===== config.mk =====
export PLATFORM = sky130hd
export DESIGN_NAME = half_duplex_frame_timeout_ctrl_top
export DESIGN_NICKNAME = d
export VERILOG_FILES = /design/src/hw/rtl/hdftc_pkg.sv /design/src/hw/rtl/hdftc_core.sv /design/src/hw/rtl/half_duplex_frame_timeout_ctrl_top.sv
export VERILOG_INCLUDE_DIRS = /design/src /design/src/hw/rtl
export SDC_FILE = /design/constraint.sdc
export NUM_CORES = 1
export LEC_CHECK = 0
export ABC_AREA = 0
export CAP_MARGIN = 20
export CORE_AREA = 8 8 152 154
export DETAILED_ROUTE_END_ITERATION = 10
export DIE_AREA = 0 0 160 162
export DONT_BUFFER_PORTS = 1
export PLACE_DENSITY = 0.6
export SYNTH_ARGS = -nofsm -noshare
export SYNTH_HDL_FRONTEND = slang
export SYNTH_SLANG_ARGS = --single-unit

===== constraint.sdc =====
create_clock -name clk -period 10.6 [get_ports clk]
set_clock_uncertainty 0.15 [all_clocks]
set_input_delay 1.59 -clock clk [delete_from_list [all_inputs] [get_ports clk]]
set_output_delay 1.59 -clock clk [all_outputs]
set_load 0.005 [all_outputs]

===== src/hw/rtl/half_duplex_frame_timeout_ctrl_top_macros.svh =====
// ----------------------------------------------------------------------------
// Half-duplex frame timeout controller assertion macros
// Property wrappers used by the core's checks; empty in synthesis.
// ----------------------------------------------------------------------------
`ifndef HALF_DUPLEX_FRAME_TIMEOUT_CTRL_TOP_MACROS_SVH
`define HALF_DUPLEX_FRAME_TIMEOUT_CTRL_TOP_MACROS_SVH

`ifndef SYNTHESIS

// Same-cycle implication, disabled during reset.
`define HDFTC_ASSERT_NOW(label, clk, rst, ante, cons) \
  label: assert property (@(posedge clk) disable iff (rst) (ante) |-> (cons)) \
    else $error("hdftc check failed");

// Next-cycle implication, disabled during reset.
`define HDFTC_ASSERT_NEXT(label, clk, rst, ante, cons) \
  label: assert property (@(posedge clk) disable iff (rst) (ante) |=> (cons)) \
    else $error("hdftc check failed");

`else

`define HDFTC_ASSERT_NOW(label, clk, rst, ante, cons)
`define HDFTC_ASSERT_NEXT(label, clk, rst, ante, cons)

`endif

`endif


===== src/hw/rtl/hdftc_pkg.sv =====
// ----------------------------------------------------------------------------
// Half-duplex frame timeout controller package
// Shared widths, command codes, register indexes and transfer structs.
// ----------------------------------------------------------------------------
package hdftc_pkg;

  // Width of the buffer and idle counters.
  localparam int COUNT_W = 16;
  // Width used to compare idle ticks against a 16-bit timeout.
  localparam int CMP_W   = (COUNT_W > 16) ? COUNT_W : 16;

  typedef enum logic [1:0] {
    FN_TICK  = 2'd0,
    FN_READ  = 2'd1,
    FN_WRITE = 2'd2
  } func_t;

  typedef enum logic [1:0] {
    CFG_LINK_ENABLE = 2'd0,
    CFG_FIRST_BYTE  = 2'd1,
    CFG_GAP         = 2'd2
  } cfg_index_t;

  typedef struct packed {
    logic        link_enable;
    logic [15:0] first_byte_timeout;
    logic [15:0] gap_timeout;
  } cfg_t;

  typedef struct packed {
    func_t       func;
    logic [7:0]  rx_bytes;
    logic        tx_empty;
    logic [15:0] max_len;
  } item_t;

  typedef struct packed {
    logic [15:0] rx_len;
    logic        rx_ok;
    logic        rx_done;
    logic        tx_done;
    logic        accepted;
    logic        drive_enable;
    logic        busy_res;
    logic [1:0]  line_state;
  } res_t;

endpackage


===== src/hw/rtl/hdftc_core.sv =====
// ----------------------------------------------------------------------------
// Half-duplex frame timeout controller core
// Line state machine, buffer and idle counters; one item per cycle while fire is high.
// ----------------------------------------------------------------------------
`include "half_duplex_frame_timeout_ctrl_top_macros.svh"

module hdftc_core (
  input  logic                clk,
  input  logic                rst,
  input  logic                fire,
  input  hdftc_pkg::item_t    item,
  input  hdftc_pkg::cfg_t     cfg,
  output hdftc_pkg::res_t     res
);

  typedef enum logic [1:0] {
    ST_IDLE = 2'd0,
    ST_TX   = 2'd1,
    ST_WAIT = 2'd2,
    ST_RECV = 2'd3
  } line_state_t;

  localparam logic [hdftc_pkg::COUNT_W-1:0] CNT_MAX = '1;

  line_state_t                     state, state_next, state_eff;
  logic [hdftc_pkg::COUNT_W-1:0]   remaining, remaining_next;
  logic [hdftc_pkg::COUNT_W-1:0]   capacity, capacity_next;
  logic [hdftc_pkg::COUNT_W-1:0]   idle_ticks, idle_ticks_next;
  logic [hdftc_pkg::COUNT_W-1:0]   rx_inc, idle_inc, frame_len;
  logic [15:0]                     limit;
  logic                            accepted, tx_done, rx_done;

  always_comb begin
    state_next      = state;
    remaining_next  = remaining;
    capacity_next   = capacity;
    idle_ticks_next = idle_ticks;
    accepted        = 1'b0;
    tx_done         = 1'b0;
    rx_done         = 1'b0;
    state_eff       = cfg.link_enable ? state : ST_IDLE;
    rx_inc          = hdftc_pkg::COUNT_W'(item.rx_bytes);
    idle_inc        = (idle_ticks != CNT_MAX) ? idle_ticks + 1'b1 : idle_ticks;
    limit           = (state_eff == ST_WAIT) ? cfg.first_byte_timeout : cfg.gap_timeout;
    frame_len       = capacity - remaining;
    unique case (item.func)
      hdftc_pkg::FN_TICK: begin
        state_next = state_eff;
        unique case (state_eff)
          ST_TX: begin
            if (item.tx_empty) begin
              tx_done    = 1'b1;
              state_next = ST_IDLE;
            end
          end
          ST_WAIT, ST_RECV: begin
            if (item.rx_bytes != 8'd0) begin
              remaining_next  = (remaining > rx_inc) ? remaining - rx_inc : '0;
              idle_ticks_next = '0;
              state_next      = ST_RECV;
            end else begin
              idle_ticks_next = idle_inc;
              if (hdftc_pkg::CMP_W'(idle_inc) >= hdftc_pkg::CMP_W'(limit)) begin
                rx_done    = 1'b1;
                state_next = ST_IDLE;
              end
            end
          end
          default: ;
        endcase
      end
      hdftc_pkg::FN_READ: begin
        if (state == ST_IDLE) begin
          capacity_next   = hdftc_pkg::COUNT_W'(item.max_len);
          remaining_next  = hdftc_pkg::COUNT_W'(item.max_len);
          idle_ticks_next = '0;
          state_next      = ST_WAIT;
          accepted        = 1'b1;
        end
      end
      hdftc_pkg::FN_WRITE: begin
        if (state == ST_IDLE) begin
          state_next = ST_TX;
          accepted   = 1'b1;
        end
      end
      default: ;
    endcase
  end

  always_comb begin
    res.line_state   = state_next;
    res.busy_res     = (state_next != ST_IDLE);
    res.drive_enable = (state_next == ST_TX);
    res.accepted     = accepted;
    res.tx_done      = tx_done;
    res.rx_done      = rx_done;
    res.rx_len       = rx_done ? 16'(frame_len) : 16'd0;
    res.rx_ok        = rx_done && (16'(frame_len) != 16'd0);
  end

  always_ff @(posedge clk) begin
    if (rst) begin
      state      <= ST_IDLE;
      remaining  <= '0;
      capacity   <= '0;
      idle_ticks <= '0;
    end else if (fire) begin
      state      <= state_next;
      remaining  <= remaining_next;
      capacity   <= capacity_next;
      idle_ticks <= idle_ticks_next;
    end
  end

  // A start is never taken unless the line was idle.
  `HDFTC_ASSERT_NOW(a_start_only_idle, clk, rst, fire && accepted, state == ST_IDLE)
  // Closing a frame always returns the line to idle.
  `HDFTC_ASSERT_NEXT(a_close_to_idle, clk, rst, fire && (rx_done || tx_done), state == ST_IDLE)
  // A freshly opened read has its whole buffer free.
  `HDFTC_ASSERT_NEXT(a_read_full_buf, clk, rst,
                     fire && accepted && (item.func == hdftc_pkg::FN_READ),
                     (remaining == capacity) && (idle_ticks == '0))
  // The free space never exceeds the loaded capacity.
  `HDFTC_ASSERT_NOW(a_rem_le_cap, clk, rst, 1'b1, remaining <= capacity)

endmodule


===== src/hw/rtl/half_duplex_frame_timeout_ctrl_top.sv =====
// ----------------------------------------------------------------------------
// Half-duplex frame timeout controller top level
// Input items and results are both registered. Throughput is one item per
// cycle while the result stream is not stalled by m_tready.
// Reset (rst, synchronous): line idle, counters zero, link disabled,
// first-byte timeout 1000 ticks, gap timeout 10 ticks.
// ----------------------------------------------------------------------------
module half_duplex_frame_timeout_ctrl_top (
  input  logic        clk,
  input  logic        rst,
  // Input stream.
  input  logic        s_tvalid,
  output logic        s_tready,
  input  logic [31:0] s_tdata,   // rx_bytes[7:0], tx_empty[8], max_len[24:9], zero fill
  input  logic [1:0]  s_tuser,   // func[1:0]
  // Result stream.
  output logic        m_tvalid,
  input  logic        m_tready,
  output logic [23:0] m_tdata,   // line_state[1:0], busy_res[2], drive_enable[3],
                                 // accepted[4], tx_done[5], rx_done[6], rx_ok[7],
                                 // rx_len[23:8]
  // Configuration writes.
  input  logic        cfg_valid,
  output logic        cfg_ready,
  input  logic [1:0]  cfg_index,
  input  logic [15:0] cfg_data
);

  hdftc_pkg::cfg_t  cfg;
  hdftc_pkg::item_t item;
  hdftc_pkg::res_t  res, res_q;
  logic             in_valid, out_valid, out_free, fire;

  assign cfg_ready = 1'b1;

  always_ff @(posedge clk) begin
    if (rst) begin
      cfg.link_enable        <= 1'b0;
      cfg.first_byte_timeout <= 16'd1000;
      cfg.gap_timeout        <= 16'd10;
    end else if (cfg_valid) begin
      unique case (hdftc_pkg::cfg_index_t'(cfg_index))
        hdftc_pkg::CFG_LINK_ENABLE: cfg.link_enable        <= cfg_data[0];
        hdftc_pkg::CFG_FIRST_BYTE:  cfg.first_byte_timeout <= cfg_data;
        hdftc_pkg::CFG_GAP:         cfg.gap_timeout        <= cfg_data;
        default: ;
      endcase
    end
  end

  // The result register drains or is empty, so the held item can move on.
  assign out_free = !out_valid || m_tready;
  assign fire     = in_valid && out_free;
  assign s_tready = !in_valid || out_free;

  always_ff @(posedge clk) begin
    if (rst) begin
      in_valid <= 1'b0;
    end else if (s_tready) begin
      in_valid <= s_tvalid;
    end
  end

  always_ff @(posedge clk) begin
    if (s_tvalid && s_tready) begin
      item.func     <= hdftc_pkg::func_t'(s_tuser);
      item.rx_bytes <= s_tdata[7:0];
      item.tx_empty <= s_tdata[8];
      item.max_len  <= s_tdata[24:9];
    end
  end

  hdftc_core u_core (
    .clk  (clk),
    .rst  (rst),
    .fire (fire),
    .item (item),
    .cfg  (cfg),
    .res  (res)
  );

  always_ff @(posedge clk) begin
    if (rst) begin
      out_valid <= 1'b0;
    end else if (out_free) begin
      out_valid <= fire;
    end
  end

  always_ff @(posedge clk) begin
    if (fire) begin
      res_q <= res;
    end
  end

  assign m_tvalid = out_valid;
  assign m_tdata  = res_q;

endmodule


==> summary.txt, run 1 <==
Yosys
  – Most frequent cell after synthesis: nand2_1
  – Syn Area/Cell: 9.25 um2
  – Post-synth top area share: 0.239
  – EDFF count, synth: 51
  – Sequential fraction of the synthesis area: 0.453
  – Synth Instances: 771
  – Ys Warns: 0
  – Cell type with the largest total area after synthesis: dfxtp_1
  – Async set-or-reset flop fraction in the synthesized netlist: 0
  – #FFs+latches synth: around 140
  – Synthesized net count: 874
  – Top cells by area in the synthesized netlist: dfxtp_1 24%, edfxtp_1 21%, ha_1 7.7%, nand2_1 6.3%, a21oi_1 5.4%
  – Synthesized cell area: 0.00713 mm2
  – Primary FF master, synth: dfxtp_1
  – Post-synth cell types: 69
  – Top post-synthesis cells by count: 120 x nand2_1, 85 x dfxtp_1, 77 x a21oi_1

Pwr
  – Pint: 0.000942 W
  – P_sw: 0.000328 W
  – Total power: 0.00127 W
  – Logic pwr share: 0.092
  – Peak VDD IR: 0.0000822 V
  – Seq pwr share: 0.451
  – Sw Ratio: 0.258
  – Static leakage: 3.08 nW
  – PD cells: 160 mW/mm2
  – Clock network power share: 0.457

Placement
  – Buffers added on ports: 0
  – DP Worst Slack: 6210 ps
  – DPL Wire Length: around 12,000 um
  – Placer Congestion: 0.842

Critical path
  – Setup crit start kind: register
  – Critical Path RT: between 10,000 and 15,000 ps
  – Critical path class: reg2reg
  – Max incr delay on CP: 600 ps
  – Worst path arrival time: 4600 ps
  – Crit-path cells: and4_1, nand4_4, nor4_4, nor2_2, nand4_1, xnor2_1, ha_1, a21o_1, a21oi_1, o21ai_0, o2111ai_1, a31oi_1, nand2_1, and4b_1
  – CP delay by family, top: simple AND/OR/NAND/NOR gates
  – Worst-path fanout max: 13
  – Bufs and invs on worst path: 0
  – Crit-path slowest cell: a31oi_1
  – Worst setup EP type: register

Run status
  – Status: completed

Layout
  – Final Core Density: 0.385
  – Diode count: 0
  – Proportion of layout cells with a drive suffix above 1: 0.0620
  – Filler cell count: 2,080
  – Nets: approximately 860
  – Area grow syn2layout: 11.5%

Route
  – Routed len/inst: 16.2 um
  – Drt via density: 5.19
  – # DRC: 0
  – Total wire length: 17,000 um
  – Final ANT Viol Nets: 0
  – Pre-Repair DR Iteration Count: 5
  – DR iter-0 viols: 509
  – DR vias: 5,442

Die
  – Initial Utilization: 0.345
  – Core area: roughly 0.021 mm2
  – IO Count: between 80 and 90
  – Die Height: ~160 um
  – Die area: ~0.026 mm2
  – Num rows: 53
  – Die X: 160 um

Global routing
  – Initial antenna violation count: 1
  – Vias in the first global route: ~5,100
  – Largest net degree at the start of global routing: 86
  – First-pass GRT wire length: 27,900 um
  – GRT Overall Usage: 0.133
  – Gr ovfl total: 0

Timing
  – Final setup TNS: 0 ps
  – Final setup violation count: 0
  – Fmax: approximately 220 MHz
  – Least-Margin Pin Slew: roughly 790 ps
  – Fin. Hold Viols: 0
  – Min cycle time layout: around 4500 ps
  – Final worst slack: 6120 ps
  – RSZ-0062 raised after global routing: false
  – Worst hold slack: 299 ps
  – Share of the clock period used by the worst path: 0.422
  – Max-slew violations: 0
  – Worst slew margin: 0.475

Clock tree
  – TritonCTS Buffers: 17
  – Hold Buf Count CTS: 0
  – TritonCTS Sinks: between 100 and 150
  – Clock Latency Late Sink: roughly 420 ps
  – CTS tree: built
  – Max clock buf depth: 2
  – Root Driver: clkbuf_16
  – Reg clk slew, reported paths: 70 ps
  – Number of H-tree levels: 4
  – Post-CTS setup repair buffer count: 0
  – Post-cts resize count: 0

Min path
  – Worst hold path class: reg2reg

Run
  – Max_cap viols: 0
flip-flops by register name (all words and copies together) (netlist names):
signal             flops
in_valid               1
u_core.capacity       16
m_tvalid               1
cfg                   33
item                  27
m_tdata               24
u_core.remaining      16
u_core.state           2
u_core.idle_ticks     16
placed cells by master (no fill, tap or decap), types with 6 or more instances in the layout:
cell,n
a211oi_1,14
and3_1,11
nand3_1,19
nor3_1,13
a31oi_1,9
nand2b_1,7
and2_1,6
nor2_1,53
ha_1,44
xor2_1,12
o21ai_0,13
o21ai_1,10
inv_1,36
a21o_1,12
a22oi_1,16
xnor2_1,16
a221oi_1,7
mux2i_1,16
nand2_1,120
dfxtp_1,85
nand3b_1,14
a21oi_1,77
nand4_1,6
clkbuf_16,19
edfxtp_1,51
nor2b_1,6
cell type report:
cell class | instances | area (um2) | share of cell area
inverters | 37 | 139 | 0.0175
multi-input cells | 565 | 3630 | 0.457
clock inverters | 12 | 98.8 | 0.0124
repair buffers | 4 | 30.0 | 0.00377
clock buffers | 20 | 479 | 0.0602
well taps | 275 | 344 | 0.0432
flip-flops and latches | 136 | 3230 | 0.406
path summary, 6_finish.rpt:
path,startpoint,endpoint,slack (ps),cells past startpoint
setup reg to reg,u_core.idle_ticks[3],m_tdata[23],6120,14
hold / removal,cfg[27],cfg[27],300,2
setup / recovery,u_core.idle_ticks[3],m_tdata[23],6120,14
hold reg to reg,cfg[27],cfg[27],300,2
cells by family after synthesis:
kind of cell	count (synthesis)	synth area share
fa+ha+maj	46	0.0828
flops	136	0.453
mux	19	0.0272
compound gates	194	0.178
buf+inv	70	0.0375
other cells	1	0.000526
xor+xnor	28	0.0344
simple gates	277	0.187
tightest hold or removal path, stage by stage (launching register included):
cell and delay (ps):
dfxtp_1 310, nand2_1 50, a21oi_1 50
power groups by stage:
stage / combinational, W / sequential [W] / clock, W
after floorplan: 0.0000986 / 0.000579 / 0
after global placement: 0.000116 / 0.000584 / 0
after detailed placement: 0.000116 / 0.000585 / 0
after CTS: 0.000117 / 0.000573 / 0.000592
after global routing: 0.000132 / 0.000575 / 0.000618
final: 0.000116 / 0.000573 / 0.000581
metal layers:
| metal | GRT usage | wire length, um |
|---|---|---|
| met2 | 0.183 | 6830 |
| met4 | 0.0484 | 314 |
| met5 | 0 | 13 |
| met3 | 0.0347 | 1120 |
| met1 | 0.195 | 8750 |
through the flow:
step                      instance area, um2  std cells
after global placement                  7380       1017
final                                   7960       1049
after global routing                    7960       1049
after floorplan                         7130        771
after detailed placement                7380       1017
after CTS                               7960       1049
No activity file was read; power rests on OpenSTA's default activity.
==> run 2: changes to the inputs <==
ABC_AREA = 1   (was 0)
CORE_AREA = 8 8 157 159   (was 8 8 152 154)
DIE_AREA = 0 0 165 167   (was 0 0 160 162)
PLACE_DENSITY = 0.59   (was 0.6)
clock period = 4.28 ns   (was 10.6 ns; I/O delays follow)
==> run 2 against run 1 <==
Count of clock-buffer cells in the layout up 3. Die area up 6.3%. Clock power rose to 2.5 times the previous value. Cell area up 7.0%. Sequential share of layout area down 2.7 points. Critical endpoint is now m_tdata[16]. Largest power group unchanged.
==> summary.txt, run 2 <==
Run status
  – Status: completed

Global routing
  – Gr ovfl total: 0 (unchanged)
  – Initial antenna violation count: 2 (+1)
  – Largest net degree at the start of global routing: 36 (-58%)
  – GRT Overall Usage: 0.135 (+0.00217)
  – First-pass GRT wire length: 30,100 um (+8.0%)
  – Vias in the first global route: 5,883 (+15%)

Placement
  – DPL Wire Length: 13,500 um (+10%)
  – Placed cells: 1,228 (+21%)
  – Buffers added on ports: 0 (unchanged)
  – DP Worst Slack: 783 ps (-5420 ps)
  – Placer Congestion: 0.845 (+0.36%)

Critical path
  – FF-to-FF path depth: 21 (+7)
  – Worst flop-to-flop path startpoint: u_core.idle_ticks[0]
  – R2R setup slack: 760 ps (-5360 ps)
  – Critical Path RT: 4280 ps (-6440 ps)
  – Worst setup EP type: register
  – Crit path capture: m_tdata[16]
  – Critical path class: reg2reg
  – Setup crit start kind: register
  – Worst path arrival time: 3520 ps (-1080 ps)
  – Setup crit start: u_core.idle_ticks[0]
  – Worst r2r dst: m_tdata[16]
  – Worst-path fanout max: 16 (+3)

Route
  – DR vias: 6,090 (+12%)
  – Total wire length: 18,100 um (+6.4%)
  – Drt via density: 4.83 (-7.0%)
  – Final ANT Viol Nets: 0 (unchanged)
  – Pre-Repair DR Iteration Count: 7 (+2)
  – DR iter-0 viols: 406 (-20%)
  – # DRC: 0 (unchanged)
  – Routed len/inst: 14.4 um (-12%)

Die
  – Core area: 0.0222 mm2 (+7.4%)
  – Num rows: 55 (+3.8%)
  – Initial Utilization: 0.341 (-0.00387)
  – Die area: 0.0276 mm2 (+6.3%)
  – IO Count: 84 (unchanged)
  – Die Height: 167 um (+3.1%)
  – Die X: 165 um (+3.1%)

Yosys
  – EDFF count, synth: 51 (unchanged)
  – Top cells by area in the synthesized netlist: dfxtp_1 22%, edfxtp_1 20%, nand2_1 9.2%, ha_1 7.3%, nor2_1 7.0%
  – Post-synth cell types: 48 (-30%)
  – Ys Warns: 0 (unchanged)
  – Sequential fraction of the synthesis area: 0.427 (-0.0266)
  – Synth Instances: 962 (+25%)
  – #FFs+latches synth: 136 (unchanged)
  – Cell type with the largest total area after synthesis: dfxtp_1
  – Synthesized net count: 1,065 (+22%)
  – Top post-synthesis cells by count: 186 x nand2_1, 141 x nor2_1, 102 x inv_1
  – Post-synth top area share: 0.225 (-0.0140)
  – Synthesized cell area: 0.00758 mm2 (+6.2%)
  – Syn Area/Cell: 7.88 um2 (-15%)
  – Most frequent cell after synthesis: nand2_1
  – Async set-or-reset flop fraction in the synthesized netlist: 0 (unchanged)
  – Primary FF master, synth: dfxtp_1

Layout
  – Filler cell count: 2,261 (+8.7%)
  – Proportion of layout cells with a drive suffix above 1: 0.0850 (+0.0229)
  – Nets: 1,067 (+23%)
  – Most frequent cells in the layout: 186 x nand2_1, 141 x nor2_1, 102 x inv_1
  – Biggest register: cfg
  – Final Core Density: 0.383 (-0.00139)
  – Layout Cells excl Fill: 1,262 (+20%)
  – Largest register FFs: 33 (unchanged)
  – Most common cell after layout, fill and taps aside: nand2_1
  – Diode count: 0 (unchanged)
  – Area grow syn2layout: 12.4%

Clock tree
  – Max clock buf depth: 2 (unchanged)
  – Hold Buf Count CTS: 0 (unchanged)
  – Reg clk slew, reported paths: 60 ps (about the same)
  – Number of H-tree levels: 4 (unchanged)
  – TritonCTS Buffers: 17 (unchanged)
  – Root Driver: clkbuf_16
  – TritonCTS Sinks: 136 (unchanged)
  – CTS tree: built
  – Post-CTS setup repair buffer count: 0 (unchanged)
  – Post-cts resize count: 0 (unchanged)
  – Clock Latency Late Sink: 420 ps (about the same)

Timing
  – Fin. Hold Viols: 0 (unchanged)
  – Final worst slack: 765 ps (-5360 ps)
  – RSZ-0062 raised after global routing: false
  – Final setup TNS: 0 ps (unchanged)
  – Share of the clock period used by the worst path: 0.821 (+0.399)
  – Min cycle time layout: 3520 ps (-961 ps)
  – Least-Margin Pin Slew: 931 ps (+143 ps)
  – Worst hold slack: 138 ps (-161 ps)
  – Worst slew margin: 0.379 (-0.0963)
  – Max-slew violations: 0 (unchanged)
  – Final setup violation count: 0 (unchanged)
  – Fmax: 284 MHz (+27%)

Run
  – Max_cap viols: 0 (unchanged)

Pwr
  – PD cells: 389 mW/mm2 (+140%)
  – Static leakage: 3.72 nW (+21%)
  – Peak VDD IR: 0.000274 V (+230%)

Min path
  – Worst hold path class: in2reg
run 2: cells by family after synthesis:
group	count (synthesis)	synth area share
adder cells (fa/ha/maj)	46	0.0779
flip-flops	136	0.427
XOR/XNOR	20	0.0241
buffers and inverters	135	0.0708
AO/OA/AOI/OAI	176	0.124
other	1	0.000495
multiplexers	16	0.0213
AND/OR/NAND/NOR	432	0.255
run 2: critical path: stages (launching register included):
cell and delay, ps:
dfxtp_1 470, ha_1 230, nand2_2 100, nor2_4 140
nand2_2 100, nor2_4 150, inv_2 110, nand4_2 120
xor2_2 180, ha_1 270, nand2_1 90, nor2_1 50
nor2_1 80, nand2_1 50, nand2_1 50, nand2_1 70
nand2_1 60, nand2_1 60, nand2_1 130, nor2_1 90
inv_1 380, nor2_1 90
run 2: area by class of cell:
cell class | instances | area (um2) | share of cell area
Multi-Input combinational cell | 691 | 3810 | 0.447
Sequential cell | 136 | 3230 | 0.380
Clock buffer | 23 | 532 | 0.0624
Inverter | 110 | 413 | 0.0485
Tap cell | 285 | 357 | 0.0419
Timing Repair Buffer | 8 | 100 | 0.0118
Clock inverter | 9 | 75.1 | 0.00881
run 2: worst min-delay path by stage:
stage                  from                    to  slack, ps  cells past startpoint
global placement    cfg[22]               cfg[22]        290                      2
CTS                     rst  u_core.idle_ticks[2]        110                      1
finish                  rst  u_core.idle_ticks[4]        140                      1
detailed placement  cfg[25]               cfg[25]        300                      2
global route            rst  u_core.idle_ticks[2]        100                      1
floorplan            cfg[1]                cfg[1]        280                      2
run 2: per-layer routing:
| metal | share of wire | vias to the layer above | global-route usage |
|---|---|---|---|
| met5 | 0.0012 | - | 0 |
| met4 | 0.015 | 4 | 0.0462 |
| met3 | 0.062 | 21 | 0.0404 |
| met2 | 0.42 | 133 | 0.197 |
| met1 | 0.50 | 2739 | 0.186 |
| li1 | - | 3193 | - |
run 2: stage by stage:
step	power (W)	instance area (um2)
finish	0.00331	8520
global route	0.00348	8520
CTS	0.00334	8460
detailed placement	0.00186	7860
global placement	0.00186	7860
floorplan	0.00177	7580
run 2: power breakdown:
part	leakage (nW)	internal [W]	switching, W	total, W
clock	0.300	0.000886	0.000586	0.00147
sequential	1.19	0.00140	0.0000360	0.00143
combinational	2.23	0.000143	0.000262	0.000405
==> run 3: changes to the inputs <==
clock period = 3.29 ns   (was 4.28 ns; I/O delays follow)
==> run 3 against run 2 <==
Cell count is 3.3% higher. Clock power is 30% higher. Die area stayed put. Cell area is 5.7% higher. Via count is 3.2% higher. Combinational power is 39% higher. Core utilization is 2.2 points higher. Hold slack worse by 100 ps. Sequential cell count stayed put. Non-clock buffer count is 42 higher. Power is 31% higher. Sequential share of layout area is 2.0 points lower. Largest cell class unchanged. Largest power group unchanged.
==> summary.txt, run 3 (synthesis gave the netlist of run 2 again) <==
Timing
  – Share of the clock period used by the worst path: 0.947 (+0.125)
  – Max-slew violations: 0 (unchanged)
  – Least-Margin Pin Slew: 948 ps (+17.2 ps)
  – Worst slew margin: 0.366 (-0.0129)
  – Min cycle time layout: 3110 ps (-401 ps)
  – Fin. Hold Viols: 0 (unchanged)
  – Final worst slack: 176 ps (-589 ps)
  – Fmax: 321 MHz (+13%)
  – Final setup violation count: 0 (unchanged)

Global routing
  – Initial antenna violation count: 0 (-2)
  – GRT Overall Usage: 0.137 (+0.00148)
  – Vias in the first global route: 6,076 (+3.3%)
  – Largest net degree at the start of global routing: 37 (+2.8%)
  – Gr ovfl total: 0 (unchanged)
  – First-pass GRT wire length: 30,400 um (+0.76%)

Clock tree
  – Reg clk slew, reported paths: 60 ps (about the same)
  – TritonCTS Buffers: 17 (unchanged)
  – Root Driver: clkbuf_16
  – TritonCTS Sinks: 136 (unchanged)
  – Clock Latency Late Sink: 430 ps (about the same)
  – Max clock buf depth: 2 (unchanged)
  – CTS tree: built
  – Number of H-tree levels: 4 (unchanged)

Route
  – Drt via density: 4.82 (-0.17%)
  – DR iter-0 viols: 310 (-24%)
  – Routed len/inst: 14.1 um (-1.6%)
  – DR vias: 6,282 (+3.2%)
  – Pre-Repair DR Iteration Count: 4 (-3)
  – # DRC: 0 (unchanged)
  – Final ANT Viol Nets: 0 (unchanged)
  – Total wire length: 18,400 um (+1.7%)

Die
  – Die X: 165 um (unchanged)
  – Num rows: 55 (unchanged)
  – Die area: 0.0276 mm2 (unchanged)
  – Die Height: 167 um (unchanged)
  – IO Count: 84 (unchanged)
  – Core area: 0.0222 mm2 (unchanged)
  – Initial Utilization: 0.341 (unchanged)

Critical path
  – Setup crit start kind: register
  – Critical path class: reg2reg
  – R2R setup slack: 180 ps (-590 ps)
  – Critical Path RT: 3330 ps (-950 ps)
  – Worst r2r dst: m_tdata[7]
  – Worst setup EP type: register
  – Worst flop-to-flop path startpoint: u_core.idle_ticks[1]
  – Worst-path fanout max: 3 (-13)
  – FF-to-FF path depth: 20 (-4.8%)
  – Worst path arrival time: 3160 ps (-360 ps)

Pwr
  – Peak VDD IR: 0.000274 V (about the same)
  – PD cells: 481 mW/mm2 (+24%)
  – Total power: 0.00434 W (+31%)
  – Static leakage: 3.97 nW (+6.8%)

Layout
  – Diode count: 0 (unchanged)
  – Largest register FFs: 33 (unchanged)
  – Nets: 1,109 (+3.9%)
  – Filler cell count: 2,247 (-0.62%)
  – Area grow syn2layout: 18.8%
  – Most frequent cells in the layout: 179 x nand2_1, 140 x nor2_1, 102 x inv_1
  – Biggest register: cfg
  – Most common cell after layout, fill and taps aside: nand2_1
  – Proportion of layout cells with a drive suffix above 1: 0.115 (+0.0299)

Min path
  – Worst hold stages: 2 (+1)
  – Worst hold path class: in2reg
  – Hold worst-path end: cfg[22]
  – Hold Crit Start: cfg_data[6]

Placement
  – Placer Congestion: 0.836 (-1.1%)
  – Buffers added on ports: 0 (unchanged)
  – DPL Wire Length: 13,700 um (+1.1%)
  – DP Worst Slack: 134 ps (-649 ps)

Run status
  – Status: completed

Run
  – Max_cap viols: 0 (unchanged)
==> run 3: changes by cell type in the layout (fill, tap and decap cells not counted), sizes merged <==
cell and change:
buf +14, bufinv +1, clkbuf -5, clkinv -1, dlygate4sd3 +28, inv +5
==> run 3: how the worst max path moves through the flow <==
stage / start / end / cells past startpoint
after global placement: u_core.idle_ticks[0] / m_tdata[2] / 22
after detailed placement: u_core.idle_ticks[0] / m_tdata[21] / 20
after global routing: u_core.idle_ticks[1] / m_tdata[14] / 17
final: u_core.idle_ticks[1] / m_tdata[7] / 20
after floorplan: u_core.idle_ticks[0] / m_tdata[18] / 22
after CTS: u_core.idle_ticks[0] / m_tdata[21] / 20
==> run 3: power by group <==
group,internal [W],switching (W)
registers,0.00182,0.0000457
logic,0.000209,0.000353
clock network,0.00110,0.000808
==> run 3: cell type report <==
class	instances	area [um2]	area share
Multi-Input combinational cell	691	3930	0.436
Clock inverter	14	134	0.0149
Clock buffer	18	450	0.0500
Tap cell	285	357	0.0396
Timing Repair Buffer	50	487	0.0540
Sequential cell	136	3240	0.360
Inverter	110	415	0.0461
==> run 3: through the flow <==
stage	TNS (ps)	area, um2	hold WS (ps)	util	instances
2_1_floorplan	0	7580	278	-	962
3_3_place_gp	0	7970	289	0.359	1238
3_5_place_dp	0	7970	292	0.359	1238
4_1_cts	0	8790	1.53	0.396	1294
5_1_grt	-160	9010	33.3	0.405	1304
6_report	0	9010	33.7	0.405	1304
==> run 3: metal layers <==
layer,wire (um),track usage,up-vias
met2,7750,0.201,136
met5,0,0,-
li1,-,-,3274
met1,9420,0.190,2848
met4,327,0.0482,0
met3,929,0.0348,24
==> run 3: critical path, cell delays in order, from the launching register on <==
cell	delay, ps
dfxtp_2	360
ha_4	150
nand2_4	70
nor2_4	170
nand3_4	110
nor3_4	230
nand4_1	150
nand2_1	90
nor2_1	50
a21oi_2	150
ha_1	260
nand2_2	70
o21ai_0	90
a21oi_1	180
nand2_2	110
nand2_4	100
nor2_4	40
buf_4	120
buf_4	130
nand2_1	60
inv_1	30
==> run 3: timing repair <==
action	CTS	global route
buffers inserted	0	6
endpoints found under the setup margin	0	22
resized for setup	0	29
endpoints found under the hold margin	42	4
hold buffers	24	4
